[src/hdl/assert_macros.svh]
// Assertion macros for the RTL.
`ifndef ASSERT_MACROS_SVH
`define ASSERT_MACROS_SVH

`ifndef SYNTHESIS

`define ASSERT_SAME(label, clk, rst_n, ante, cons) \
    label: assert property (@(posedge clk) disable iff (!rst_n) (ante) |-> (cons)) \
        else $error("assertion failed");

`define ASSERT_NEXT(label, clk, rst_n, ante, cons) \
    label: assert property (@(posedge clk) disable iff (!rst_n) (ante) |=> (cons)) \
        else $error("assertion failed");

`else

`define ASSERT_SAME(label, clk, rst_n, ante, cons)

`define ASSERT_NEXT(label, clk, rst_n, ante, cons)

`endif

`endif

[src/hdl/smc3_pkg.sv]
package smc3_pkg;

    localparam int PIX_W     = 8;
    localparam int NUM_MASKS = 6;
    localparam int WIN_DIM   = 3;
    localparam int WIN_TAPS  = WIN_DIM * WIN_DIM;
    localparam int WIDTH_W   = 11;
    localparam int HEIGHT_W  = 12;
    localparam int ADDR_W    = 5;
    localparam int DATA_W    = 32;

    typedef enum logic [2:0] {
        REG_WIDTH       = 3'd0,
        REG_HEIGHT      = 3'd1,
        REG_VERTICAL    = 3'd2,
        REG_HORIZONTAL  = 3'd3,
        REG_DIAG_RISING = 3'd4,
        REG_DIAG_FALL   = 3'd5,
        REG_CROSS       = 3'd6,
        REG_RING        = 3'd7
    } t_reg_idx;

    localparam logic [WIDTH_W-1:0]  RST_WIDTH  = 11'd256;
    localparam logic [HEIGHT_W-1:0] RST_HEIGHT = 12'd256;
    localparam logic [WIN_TAPS-1:0] RST_MASK [NUM_MASKS] = '{
        9'd146, 9'd56, 9'd84, 9'd273, 9'd341, 9'd170
    };

    typedef logic [WIN_TAPS-1:0] t_masks [NUM_MASKS];
    typedef logic [PIX_W-1:0]    t_sums  [NUM_MASKS];

    typedef struct packed {
        logic [WIDTH_W-1:0]  width;
        logic [HEIGHT_W-1:0] height;
    } t_dims;

endpackage

[src/hdl/smc3_window.sv]
module smc3_window
    import smc3_pkg::*;
(
    input  logic             i_clk,
    input  logic             i_rst_n,
    input  logic             i_adv,
    input  logic [PIX_W-1:0] i_px,
    input  logic [PIX_W-1:0] i_one_up,
    input  logic [PIX_W-1:0] i_two_up,
    input  t_masks           i_masks,
    output t_sums            o_sums
);

    logic [PIX_W-1:0] r_cols [2*WIN_DIM];
    logic [PIX_W-1:0] win    [WIN_TAPS];

    always_comb begin
        for (int k = 0; k < WIN_DIM; k++) begin
            win[k*WIN_DIM]     = r_cols[k];
            win[k*WIN_DIM + 1] = r_cols[WIN_DIM + k];
        end
        win[2] = i_two_up;
        win[5] = i_one_up;
        win[8] = i_px;
    end

    always_comb begin
        for (int m = 0; m < NUM_MASKS; m++) begin
            o_sums[m] = '0;
            for (int b = 0; b < WIN_TAPS; b++) begin
                if (i_masks[m][b]) begin
                    o_sums[m] = o_sums[m] + win[b];
                end
            end
        end
    end

    // advance the window one column
    always_ff @(posedge i_clk) begin
        if (!i_rst_n) begin
            for (int k = 0; k < 2*WIN_DIM; k++) begin
                r_cols[k] <= '0;
            end
        end else if (i_adv) begin
            for (int k = 0; k < WIN_DIM; k++) begin
                r_cols[k]           <= r_cols[WIN_DIM + k];
                r_cols[WIN_DIM + k] <= win[k*WIN_DIM + 2];
            end
        end
    end

endmodule
[config.mk]
export PLATFORM = sky130hd
export DESIGN_NAME = smc3_window
export DESIGN_NICKNAME = d
export VERILOG_FILES = /design/src/hdl/assert_macros.svh /design/src/hdl/smc3_pkg.sv /design/src/hdl/smc3_window.sv
export SDC_FILE = /design/constraint.sdc
export NUM_CORES = 1
export LEC_CHECK = 0
export CELL_PAD_IN_SITES_DETAIL_PLACEMENT = 1
export CELL_PAD_IN_SITES_GLOBAL_PLACEMENT = 1
export CORE_UTILIZATION = 30
export CTS_CLUSTER_SIZE = 28
export DETAILED_ROUTE_END_ITERATION = 8
export DONT_BUFFER_PORTS = 1
export PLACE_DENSITY = 0.64
export SYNTH_ARGS = -nofsm -noshare
export SYNTH_HDL_FRONTEND = slang
export SYNTH_SLANG_ARGS = --single-unit
[constraint.sdc]
create_clock -name i_clk -period 12.1 [get_ports i_clk]
set_input_delay 0.605 -clock i_clk [delete_from_list [all_inputs] [get_ports i_clk]]
set_output_delay 0.605 -clock i_clk [all_outputs]
set_load 0.02 [all_outputs]
==> results.json <==
{
  "outcome": "finished clean",
  "r2r-start": "r_cols[5][7]",
  "synth_edf_count": 48,
  "synth_nets": 2968,
  "largest_register": "r_cols",
  "htreeDepth": 2,
  "cts_tree": "yes",
  "critical_path.max_fanout": 6,
  "coreArea_um2": 65700,
  "cap_violations": 0,
  "crit_path_frequent_cell": "ha_1",
  "port_buffers": 0,
  "switching_share": 0.532,
  "hold_path_class": "primary input to flip-flop",
  "hold_violations": 0,
  "yosysSeqAreaShare": 0.0723,
  "insertion_delay_ns": 0.30,
  "setup_tns_ns": 0,
  "syn_to_final_growth_pct": 4.86,
  "grt_overflow": 0,
  "endpoint_kind": "output port",
  "post-route-period-util": 0.908,
  "leakage_uw": 0.00999,
  "vdd_drop_max_v": 0.000117,
  "rr_worst_depth": 1,
  "grt_use_total": 0.203,
  "routed.top_layer": "met4",
  "synthArstFlopShare": 0,
  "slew-limit-headroom": 0.172,
  "clock-sinks": 48,
  "period_needed_ns": 10.99,
  "drive_gt1_frac": 0.0734,
  "cts_buffer_depth": 2,
  "worst-setup-path-type": "flip-flop to output port",
  "r2r_end": "r_cols[2][7]",
  "initial_utilization": 0.303,
  "vias": 18000,
  "wl_met3_mm": 2.47,
  "p_int_uw": 1950,
  "cpMaxStageDelayCell": "xnor3_1",
  "min_to": "r_cols[0][3]",
  "finalPower_uw": 4180,
  "p_comb_frac": 0.903,
  "skew_ns": 0.00790,
  "clockRootBuffer": "clkbuf_16",
  "rsz0062_at_grt": "no",
  "synth.distinct_cells": 78,
  "power_density_nw_per_um2": 200,
  "nets": 2904,
  "p_switching_uw": 2230,
  "die_width_um": 260,
  "first_pass_iters": 5,
  "vias_per_cell": 5.45,
  "p_clk_frac": 0.039,
  "dieArea_um2": 67500,
  "slew_violations": 0,
  "ctsResizeCount": 0,
  "max_stage_delay_ns": 0.58,
  "grt_max_degree": 50,
  "grt_pass1_wl_mm": 108,
  "hpwlAfterDp_mm": 59.8,
  "wl_met1_mm": 29.7,
  "ant_nets": 0,
  "drcViolationCount": 0,
  "syn_area_um2": 19900,
  "crit_arrival_ns": 10.38,
  "crit_path_start_kind": "flip-flop",
  "pin_count": 129,
  "numCtsBuffers": 5,
  "clk_pin_slew_ns": 0.07,
  "syn_inst": 2503,
  "synth-main-ff-cell": "edfxtp_1",
  "wire_per_inst_um": 20.8,
  "top_regs": "r_cols: 48 flops",
  "hold_path_startpoint": "i_adv",
  "drt_wl_total_mm": 68.7,
  "num_rows": 94,
  "clock.fmax_ghz": 0.0910,
  "num_antenna_cells": 0,
  "cts_hold_buf": 0,
  "setup_viol_count_final": 0,
  "first_global_vias": 18800,
  "whs_path_depth": 1,
  "routabilityCongestion": 0.851,
  "p_seq_frac": 0.058,
  "worstMarginPinSlew_ns": 1.24,
  "syn_area_per_cell_um2": 7.96,
  "regToRegSetupSlack_ns": 10.87,
  "critical_path_required_ns": 11.49,
  "wl_met2_mm": 34.9,
  "postCtsSetupBuffers": 0,
  "antenna_found_initial": 0,
  "ys_seq_elements": 48,
  "synth_warnings": 0,
  "drt_iter0_markers": 742,
  "die_y_um": 260,
  "largest_register_ff_count": 48
}
-- Yosys cell counts (all sizes together), types with 35 or more instances --
cell    number  area share
nor2b       63       0.020
mux2i       48       0.024
mux2       138       0.081
inv        214       0.040
xnor2      176       0.077
o21a        55       0.021
nand3       35      0.0088
nor3        59       0.015
o21ai      125       0.031
ha         336        0.21
nand2      226       0.043
xor2        75       0.033
fa          48       0.048
clkbuf      63       0.012
nor2       130       0.024
a21o       100       0.038
and3        53       0.017
a21oi      150       0.038
edfxtp      48       0.072
-- cell families after synthesis --
kind of cell               count (synthesis)  share of synthesized area
AOI/OAI and AO/OA                        623                      0.208
xor gates and xnor gates                 264                      0.125
adders and majority gates                384                      0.259
buffers and inverters                    296                     0.0578
DFF                                       48                     0.0723
muxes                                    186                      0.105
and+or+nand+nor                          702                      0.173
-- stage by stage --
stage	cell area (µm²)	instances	hold slack [ns]	util	setup slack (ns)
floorplan	19900	2503	0.697	-	2.66
global placement	20700	3296	0.776	0.315	1.61
detailed placement	20700	3296	0.814	0.315	1.35
CTS	20900	3304	0.531	0.318	1.08
global route	20900	3304	0.524	0.318	0.318
finish	20900	3304	0.532	0.318	1.11
-- worst max-delay path: cells and delay by family (launching register included) --
family          cells  cell delay, ns
compound gates     12            2.44
mux                 1            0.28
flops               1            0.47
fa+ha+maj           9            2.93
buf+inv             5            0.39
simple gates       13            2.28
xor+xnor            4            1.31
-- power groups by stage --
stage,combinational (µW),sequential [µW],clock [µW]
floorplan,3060,217,0
global placement,3590,248,0
detailed placement,3760,248,0
CTS,3790,244,164
global route,4200,244,171
finish,3780,242,162
-- area by class of cell --
cell class	instances	area, µm²
clock buffers	6	129
repair buffers	3	22.5
inverters	222	850
fillers	7847	44900
flip-flops and latches	48	1440
clock inverters	2	35.0
multi-input cells	2159	17300
well taps	864	1080
-- routing by layer --
layer	GRT usage	up-vias
li1	-	8834
met1	0.242	8819
met2	0.378	256
met3	0.0303	92
met4	0.0440	0
met5	0	-
-- cells in the final DEF, fill, tap and decap left out, types with 10 or more instances in the layout --
| master | Yosys | routed |
|---|---|---|
| o21a_1 | 55 | 55 |
| and3_1 | 53 | 53 |
| xnor2_1 | 176 | 176 |
| a21oi_1 | 150 | 150 |
| o211ai_1 | 24 | 24 |
| a31o_2 | 10 | 10 |
| inv_1 | 212 | 212 |
| nand2b_1 | 32 | 31 |
| mux2_2 | 123 | 123 |
| nand3b_1 | 11 | 11 |
| xnor3_1 | 12 | 12 |
| edfxtp_1 | 48 | 48 |
| nor3_1 | 59 | 59 |
| nand3_1 | 35 | 35 |
| fa_1 | 48 | 48 |
| a211oi_1 | 10 | 10 |
| nor3b_1 | 10 | 10 |
| mux2_4 | 15 | 15 |
| or3_1 | 20 | 20 |
| o41ai_1 | 21 | 21 |
| and2_1 | 29 | 29 |
| ha_1 | 336 | 336 |
| mux2i_1 | 48 | 48 |
| nand2_1 | 226 | 226 |
| a21o_1 | 100 | 100 |
| o21bai_1 | 21 | 21 |
| nor2_1 | 130 | 130 |
| xor2_1 | 75 | 75 |
| o21ai_0 | 125 | 125 |
| a31oi_1 | 11 | 11 |
| nor2b_1 | 63 | 63 |
| o31ai_1 | 10 | 10 |
-- worst max path at each step --
stage,start,end
floorplan,i_masks[27],o_sums[31]
global placement,i_masks[18],o_sums[23]
detailed placement,i_masks[27],o_sums[31]
CTS,r_cols[3][1],o_sums[31]
global route,r_cols[0][0],o_sums[23]
finish,r_cols[0][0],o_sums[23]
No activity file was read; power rests on OpenSTA's default activity.
