## src/hdl/assert_macros.svh

```systemverilog
// Assertion macros for the RTL.
`ifndef ASSERT_MACROS_SVH
`define ASSERT_MACROS_SVH

`ifndef SYNTHESIS

`define ASSERT_SAME(label, clk, rst_n, ante, cons) \
    label: assert property (@(posedge clk) disable iff (!rst_n) (ante) |-> (cons)) \
        else $error("assertion failed");

`define ASSERT_NEXT(label, clk, rst_n, ante, cons) \
    label: assert property (@(posedge clk) disable iff (!rst_n) (ante) |=> (cons)) \
        else $error("assertion failed");

`else

`define ASSERT_SAME(label, clk, rst_n, ante, cons)

`define ASSERT_NEXT(label, clk, rst_n, ante, cons)

`endif

`endif

```

## src/hdl/smc3_pkg.sv

```systemverilog
package smc3_pkg;

    localparam int PIX_W     = 8;
    localparam int NUM_MASKS = 6;
    localparam int WIN_DIM   = 3;
    localparam int WIN_TAPS  = WIN_DIM * WIN_DIM;
    localparam int WIDTH_W   = 11;
    localparam int HEIGHT_W  = 12;
    localparam int ADDR_W    = 5;
    localparam int DATA_W    = 32;

    typedef enum logic [2:0] {
        REG_WIDTH       = 3'd0,
        REG_HEIGHT      = 3'd1,
        REG_VERTICAL    = 3'd2,
        REG_HORIZONTAL  = 3'd3,
        REG_DIAG_RISING = 3'd4,
        REG_DIAG_FALL   = 3'd5,
        REG_CROSS       = 3'd6,
        REG_RING        = 3'd7
    } t_reg_idx;

    localparam logic [WIDTH_W-1:0]  RST_WIDTH  = 11'd256;
    localparam logic [HEIGHT_W-1:0] RST_HEIGHT = 12'd256;
    localparam logic [WIN_TAPS-1:0] RST_MASK [NUM_MASKS] = '{
        9'd146, 9'd56, 9'd84, 9'd273, 9'd341, 9'd170
    };

    typedef logic [WIN_TAPS-1:0] t_masks [NUM_MASKS];
    typedef logic [PIX_W-1:0]    t_sums  [NUM_MASKS];

    typedef struct packed {
        logic [WIDTH_W-1:0]  width;
        logic [HEIGHT_W-1:0] height;
    } t_dims;

endpackage

```

## src/hdl/smc3_cfg.sv

```systemverilog
module smc3_cfg
    import smc3_pkg::*;
(
    input  logic              i_clk,
    input  logic              i_rst_n,
    input  logic              psel,
    input  logic              penable,
    input  logic              pwrite,
    input  logic [ADDR_W-1:0] paddr,
    input  logic [DATA_W-1:0] pwdata,
    output logic [DATA_W-1:0] prdata,
    output logic              pready,
    output t_dims             o_dims,
    output t_masks            o_masks
);

    t_dims    r_dims;
    t_masks   r_masks;
    t_reg_idx idx;
    logic     wr;

    assign idx    = t_reg_idx'(paddr[ADDR_W-1:2]);
    assign wr     = psel && penable && pwrite && pready;
    assign pready = 1'b1;

    always_ff @(posedge i_clk) begin
        if (!i_rst_n) begin
            r_dims.width  <= RST_WIDTH;
            r_dims.height <= RST_HEIGHT;
            r_masks       <= RST_MASK;
        end else if (wr) begin
            case (idx)
                REG_WIDTH:       r_dims.width  <= pwdata[WIDTH_W-1:0];
                REG_HEIGHT:      r_dims.height <= pwdata[HEIGHT_W-1:0];
                REG_VERTICAL:    r_masks[0]    <= pwdata[WIN_TAPS-1:0];
                REG_HORIZONTAL:  r_masks[1]    <= pwdata[WIN_TAPS-1:0];
                REG_DIAG_RISING: r_masks[2]    <= pwdata[WIN_TAPS-1:0];
                REG_DIAG_FALL:   r_masks[3]    <= pwdata[WIN_TAPS-1:0];
                REG_CROSS:       r_masks[4]    <= pwdata[WIN_TAPS-1:0];
                REG_RING:        r_masks[5]    <= pwdata[WIN_TAPS-1:0];
                default:         ;
            endcase
        end
    end

    always_comb begin
        case (idx)
            REG_WIDTH:       prdata = DATA_W'(r_dims.width);
            REG_HEIGHT:      prdata = DATA_W'(r_dims.height);
            REG_VERTICAL:    prdata = DATA_W'(r_masks[0]);
            REG_HORIZONTAL:  prdata = DATA_W'(r_masks[1]);
            REG_DIAG_RISING: prdata = DATA_W'(r_masks[2]);
            REG_DIAG_FALL:   prdata = DATA_W'(r_masks[3]);
            REG_CROSS:       prdata = DATA_W'(r_masks[4]);
            REG_RING:        prdata = DATA_W'(r_masks[5]);
            default:         prdata = '0;
        endcase
    end

    assign o_dims  = r_dims;
    assign o_masks = r_masks;

endmodule

```

## config.mk

```make
export PLATFORM = sky130hd
export DESIGN_NAME = smc3_cfg
export DESIGN_NICKNAME = d
export VERILOG_FILES = /design/src/hdl/assert_macros.svh /design/src/hdl/smc3_pkg.sv /design/src/hdl/smc3_cfg.sv
export SDC_FILE = /design/constraint.sdc
export NUM_CORES = 1
export LEC_CHECK = 0
export ABC_AREA = 0
export BUFFER_PORTS_ARGS = -buffer_cell sky130_fd_sc_hd__clkbuf_2
export CAP_MARGIN = 20
export CORE_ASPECT_RATIO = 0.8
export CORE_MARGIN = 1.5
export CORE_UTILIZATION = 49
export CTS_CLUSTER_SIZE = 12
export DETAILED_ROUTE_END_ITERATION = 8
export PLACE_DENSITY_LB_ADDON = 0.2
export SLEW_MARGIN = 10
export SYNTH_ARGS = -nofsm -noshare
export SYNTH_HDL_FRONTEND = slang
export SYNTH_SLANG_ARGS = --single-unit
```

## constraint.sdc

```tcl
create_clock -name i_clk -period 2.04 [get_ports i_clk]
set_clock_uncertainty 0.15 [all_clocks]
set_input_delay 0.306 -clock i_clk [delete_from_list [all_inputs] [get_ports i_clk]]
set_output_delay 0.306 -clock i_clk [all_outputs]
set_load 0.02 [all_outputs]
```

==> reports/qor.log <==
qor: setup_path.critical_path_required 1.58 ns
qor: clock_network.clkSlewWorstSetupHoldPaths 0.08 ns
qor: grt.grt_util_met3 6.21%
qor: placement.dp_hpwl 7750 um
qor: setup_path.worst_r2r_endpoint o_masks[25]$_SDFFE_PN0P_
qor: logic_synthesis.postSynth.asyncResetShare 0%
qor: setup_path.largest_stage_delay_on_the_critical_path 0.34 ns
qor: cells_and_area.final_layout_size_suffix_gt1_share 33.2%
qor: sta.finalCritPeriodShare 102%
qor: cells_and_area.final-instance-count-excl-fill 680
qor: setup_path.crit-reg2reg-launch o_masks[25]$_SDFFE_PN0P_
qor: grt.grt_start_max_net_pins 78
qor: setup_path.critical_setup_path_class flip-flop to primary output
qor: routing.wl 10900 um
qor: sta.worst_path_setup_slack_after_routing -0.0427 ns
qor: sta.hold_ws 0.0340 ns
qor: grt.first_global_vias 3406
qor: logic_synthesis.synthesis.instances 461
qor: logic_synthesis.synth-seq-area-share 40.4%
qor: placement.placed_cells 661
qor: grt.gr-usage-all-layers 26.8%
qor: sta.final.setup.tns -0.0584 ns
qor: grt.grt_busiest_layer met2
qor: logic_synthesis.synth_warnings 0
qor: floorplan.floorplan.die.width 102 um
qor: cells_and_area.total_inserted_antenna_cells 0
qor: power.worst_ir_drop_vdd 0.000319 V
qor: setup_path.cp_num_buf_inv 1
qor: sta.grt_setup_unrepaired yes
qor: routing.drtPass1Iterations 5
qor: logic_synthesis.distinct_cell_type_count_of_the_synthesized_netlist 37
qor: placement.place.gp.congestion 0.851
qor: setup_path.end_kind primary output
qor: grt.grt_util_met1 33.6%
qor: logic_synthesis.post-synth-top-area-fraction 40.4%
qor: sta.fmax 480 MHz
qor: floorplan.die_h 81.9 um
qor: cells_and_area.fillCellCount 663
qor: clock_network.clock_insertion_delay_worst_skew 0.34 ns
qor: sta.finalHoldViolations 0
qor: routing.drt-wirelength-per-cell 16.0 um
qor: placement.io_buffer_count 108
qor: clock_network.clock_tree_from_tritoncts built
qor: run_status.result_of_the_run complete, but fails checks
qor: setup_path.kind_of_start_point_of_the_critical_path flip-flop
qor: cells_and_area.area_delta_synth_final 24.8%
qor: floorplan.boundaryPins 152
qor: routing.vias 3687
qor: routing.antenna_violating_nets_post_route 0
qor: grt.global_route_wire_length_before_repair 17000 um
qor: cells_and_area.post-route-util 63.7%
qor: logic_synthesis.synth-seq-cells 77
qor: clock_network.h-tree-depth 3
qor: floorplan.placeableCoreArea 7460 um2
qor: sta.slew_viol_final 0
qor: setup_path.cpMaxStageDelayCell dfxtp_2
qor: routing.post_drt_via_cell_ratio 5.42
qor: setup_path.arrival 1.63 ns
qor: clock_network.postCtsHoldBufs 0
qor: run.cap_violations 0
qor: setup_path.crit_chain mux2_2, a22o_1, a221oi_2, nor2_1, buf_2
qor: power.power_density 625 nW/um2
qor: worst_hold_path.worst_hold_path_class input port to flip-flop
qor: grt.globalRoute.totalOverflow 0
qor: routing.drcViolationCount 0
qor: power.report.power.total 0.00297 W
qor: run_status.violations setup timing
qor: clock_network.cts_inserted_buffers 9
qor: setup_path.cp_top_family compound AO/OA/AOI/OAI gates
qor: floorplan.core.rowCount 28
qor: floorplan.start_util 51.1%
qor: routing.detail_route.iter0.violations 233
qor: logic_synthesis.avgSynthCellArea 8.27 um2
qor: cells_and_area.final-seq-area 1550 um2
qor: clock_network.cts_max_path_buffers 2
qor: setup_path.worst-r2r-cell-count 3
qor: grt.grtUsageMet2 44.5%
qor: setup_path.cp.depth 5
qor: cells_and_area.most-common-layout-cells clkbuf_2 (100), nand2_1 (88), dfxtp_1 (67)
qor: logic_synthesis.synth-edff-count 0
qor: power.p_leak 1.99 nW
qor: clock_network.cts_root_buf clkbuf_8
qor: clock_network.cts.sinks 77
qor: grt.antenna_found_initial 0
qor: sta.finalSetupViolCount 3
qor: logic_synthesis.synth.largest_area_cell dfxtp_1
qor: cells_and_area.final_nets 612
qor: sta.timing.final.crit_period 2.08 ns
qor: cells_and_area.final_common_cell clkbuf_2
qor: logic_synthesis.main_synth_ff_type dfxtp_1
qor: cells_and_area.area_of_the_multi_input_gates 1990 um2
qor: setup_path.startpoint o_masks[26]$_SDFFE_PN1P_
qor: setup_path.timing.critical_path.fanout_max 3
qor: logic_synthesis.syn-cell-area 3810 um2
qor: logic_synthesis.netlist_top_cells_area dfxtp_1 (40%), nand2_1 (8.8%), a21boi_0 (6.9%), mux2i_1 (6.3%), o21ai_0 (6.3%)
qor: floorplan.fp.dieArea 8320 um2
qor: setup_path.r2r_setup_slack 1.15 ns
qor: setup_path.critical_path.endpoint prdata[8]
## per-stage QoR
stage                     area, um2  setup slack [ns]
after CTS                      4700           -0.0390
after floorplan                3880            0.0922
final                          4760           -0.0427
after global routing           4760           -0.0911
after global placement         4480           -0.0965
after detailed placement       4480            -0.159
## area by class of cell
type                    instances  share of cell area, %
clock inverters                 4                  0.474
repair buffers                143                   18.4
clock buffers                  12                   3.26
flip-flops and latches         77                   32.7
inverters                       7                  0.552
multi-input cells             332                   41.9
well taps                     105                   2.76
## how the worst min path moves through the flow
stage               depth (start not counted)  slack, ns                     from                 endpoint
floorplan                                   2       0.29                pwdata[9]  o_dims[21]$_SDFFE_PN0P_
global placement                            2       0.31  o_dims[21]$_SDFFE_PN0P_  o_dims[21]$_SDFFE_PN0P_
detailed placement                          2       0.32  o_dims[22]$_SDFFE_PN0P_  o_dims[22]$_SDFFE_PN0P_
CTS                                         3       0.02               pwdata[10]  o_dims[22]$_SDFFE_PN0P_
global route                                3       0.04               pwdata[10]  o_dims[22]$_SDFFE_PN0P_
finish                                      3       0.03               pwdata[10]  o_dims[22]$_SDFFE_PN0P_
## routing by layer
layer / share of wire (%) / wire [um]
met5: 0 / 0
met4: 1.8 / 193
met3: 7.5 / 818
met1: 43 / 4650
met2: 48 / 5210
## cells in the mapped netlist (all sizes together) (2+ instances only)
cell and n:
a211oi 2, a21boi 46, a21oi 2, a221oi 12
a22o 6, buf 45, clkbuf 19, conb 2
dfxtp 77, inv 7, mux2 7, mux2i 24
nand2 89, nand2b 4, nand3 20, nor2 22
nor2b 9, nor3 4, o211ai 3, o21ai 48
o22a 2, o22ai 2, or3 3
## flip-flops by register name, summed over array words and instances (netlist names)
name,cells
o_masks,54
o_dims,23
## worst reg2reg max path, cell delays in order, from the launching register on
cell and delay, ns:
dfxtp_2 0.33, buf_4 0.10, o21ai_0 0.06, a21boi_0 0.17
## power by group
part | switching (W) | leakage [nW] | internal [W]
Clock | 0.000541 | 0.0921 | 0.000502
Sequential | 0.0000109 | 0.623 | 0.00152
Combinational | 0.000256 | 1.27 | 0.000149
Total | 0.000807 | 1.99 | 0.00217
## kinds of logic after synthesis
kind of cell | Yosys count | share of synthesized area (%)
other | 2 | 0.197
buffers and inverters | 71 | 10.3
muxes | 31 | 8.37
AOI/OAI and AO/OA | 125 | 22.2
DFF | 77 | 40.4
and+or+nand+nor | 155 | 18.5
## repair_timing
item / CTS / global route
setup buffers: 0 / 3
pin swaps: 0 / 3
setup endpoints to repair: 8 / 7
resized for setup: 12 / 20
No activity file was read; power rests on OpenSTA's default activity.
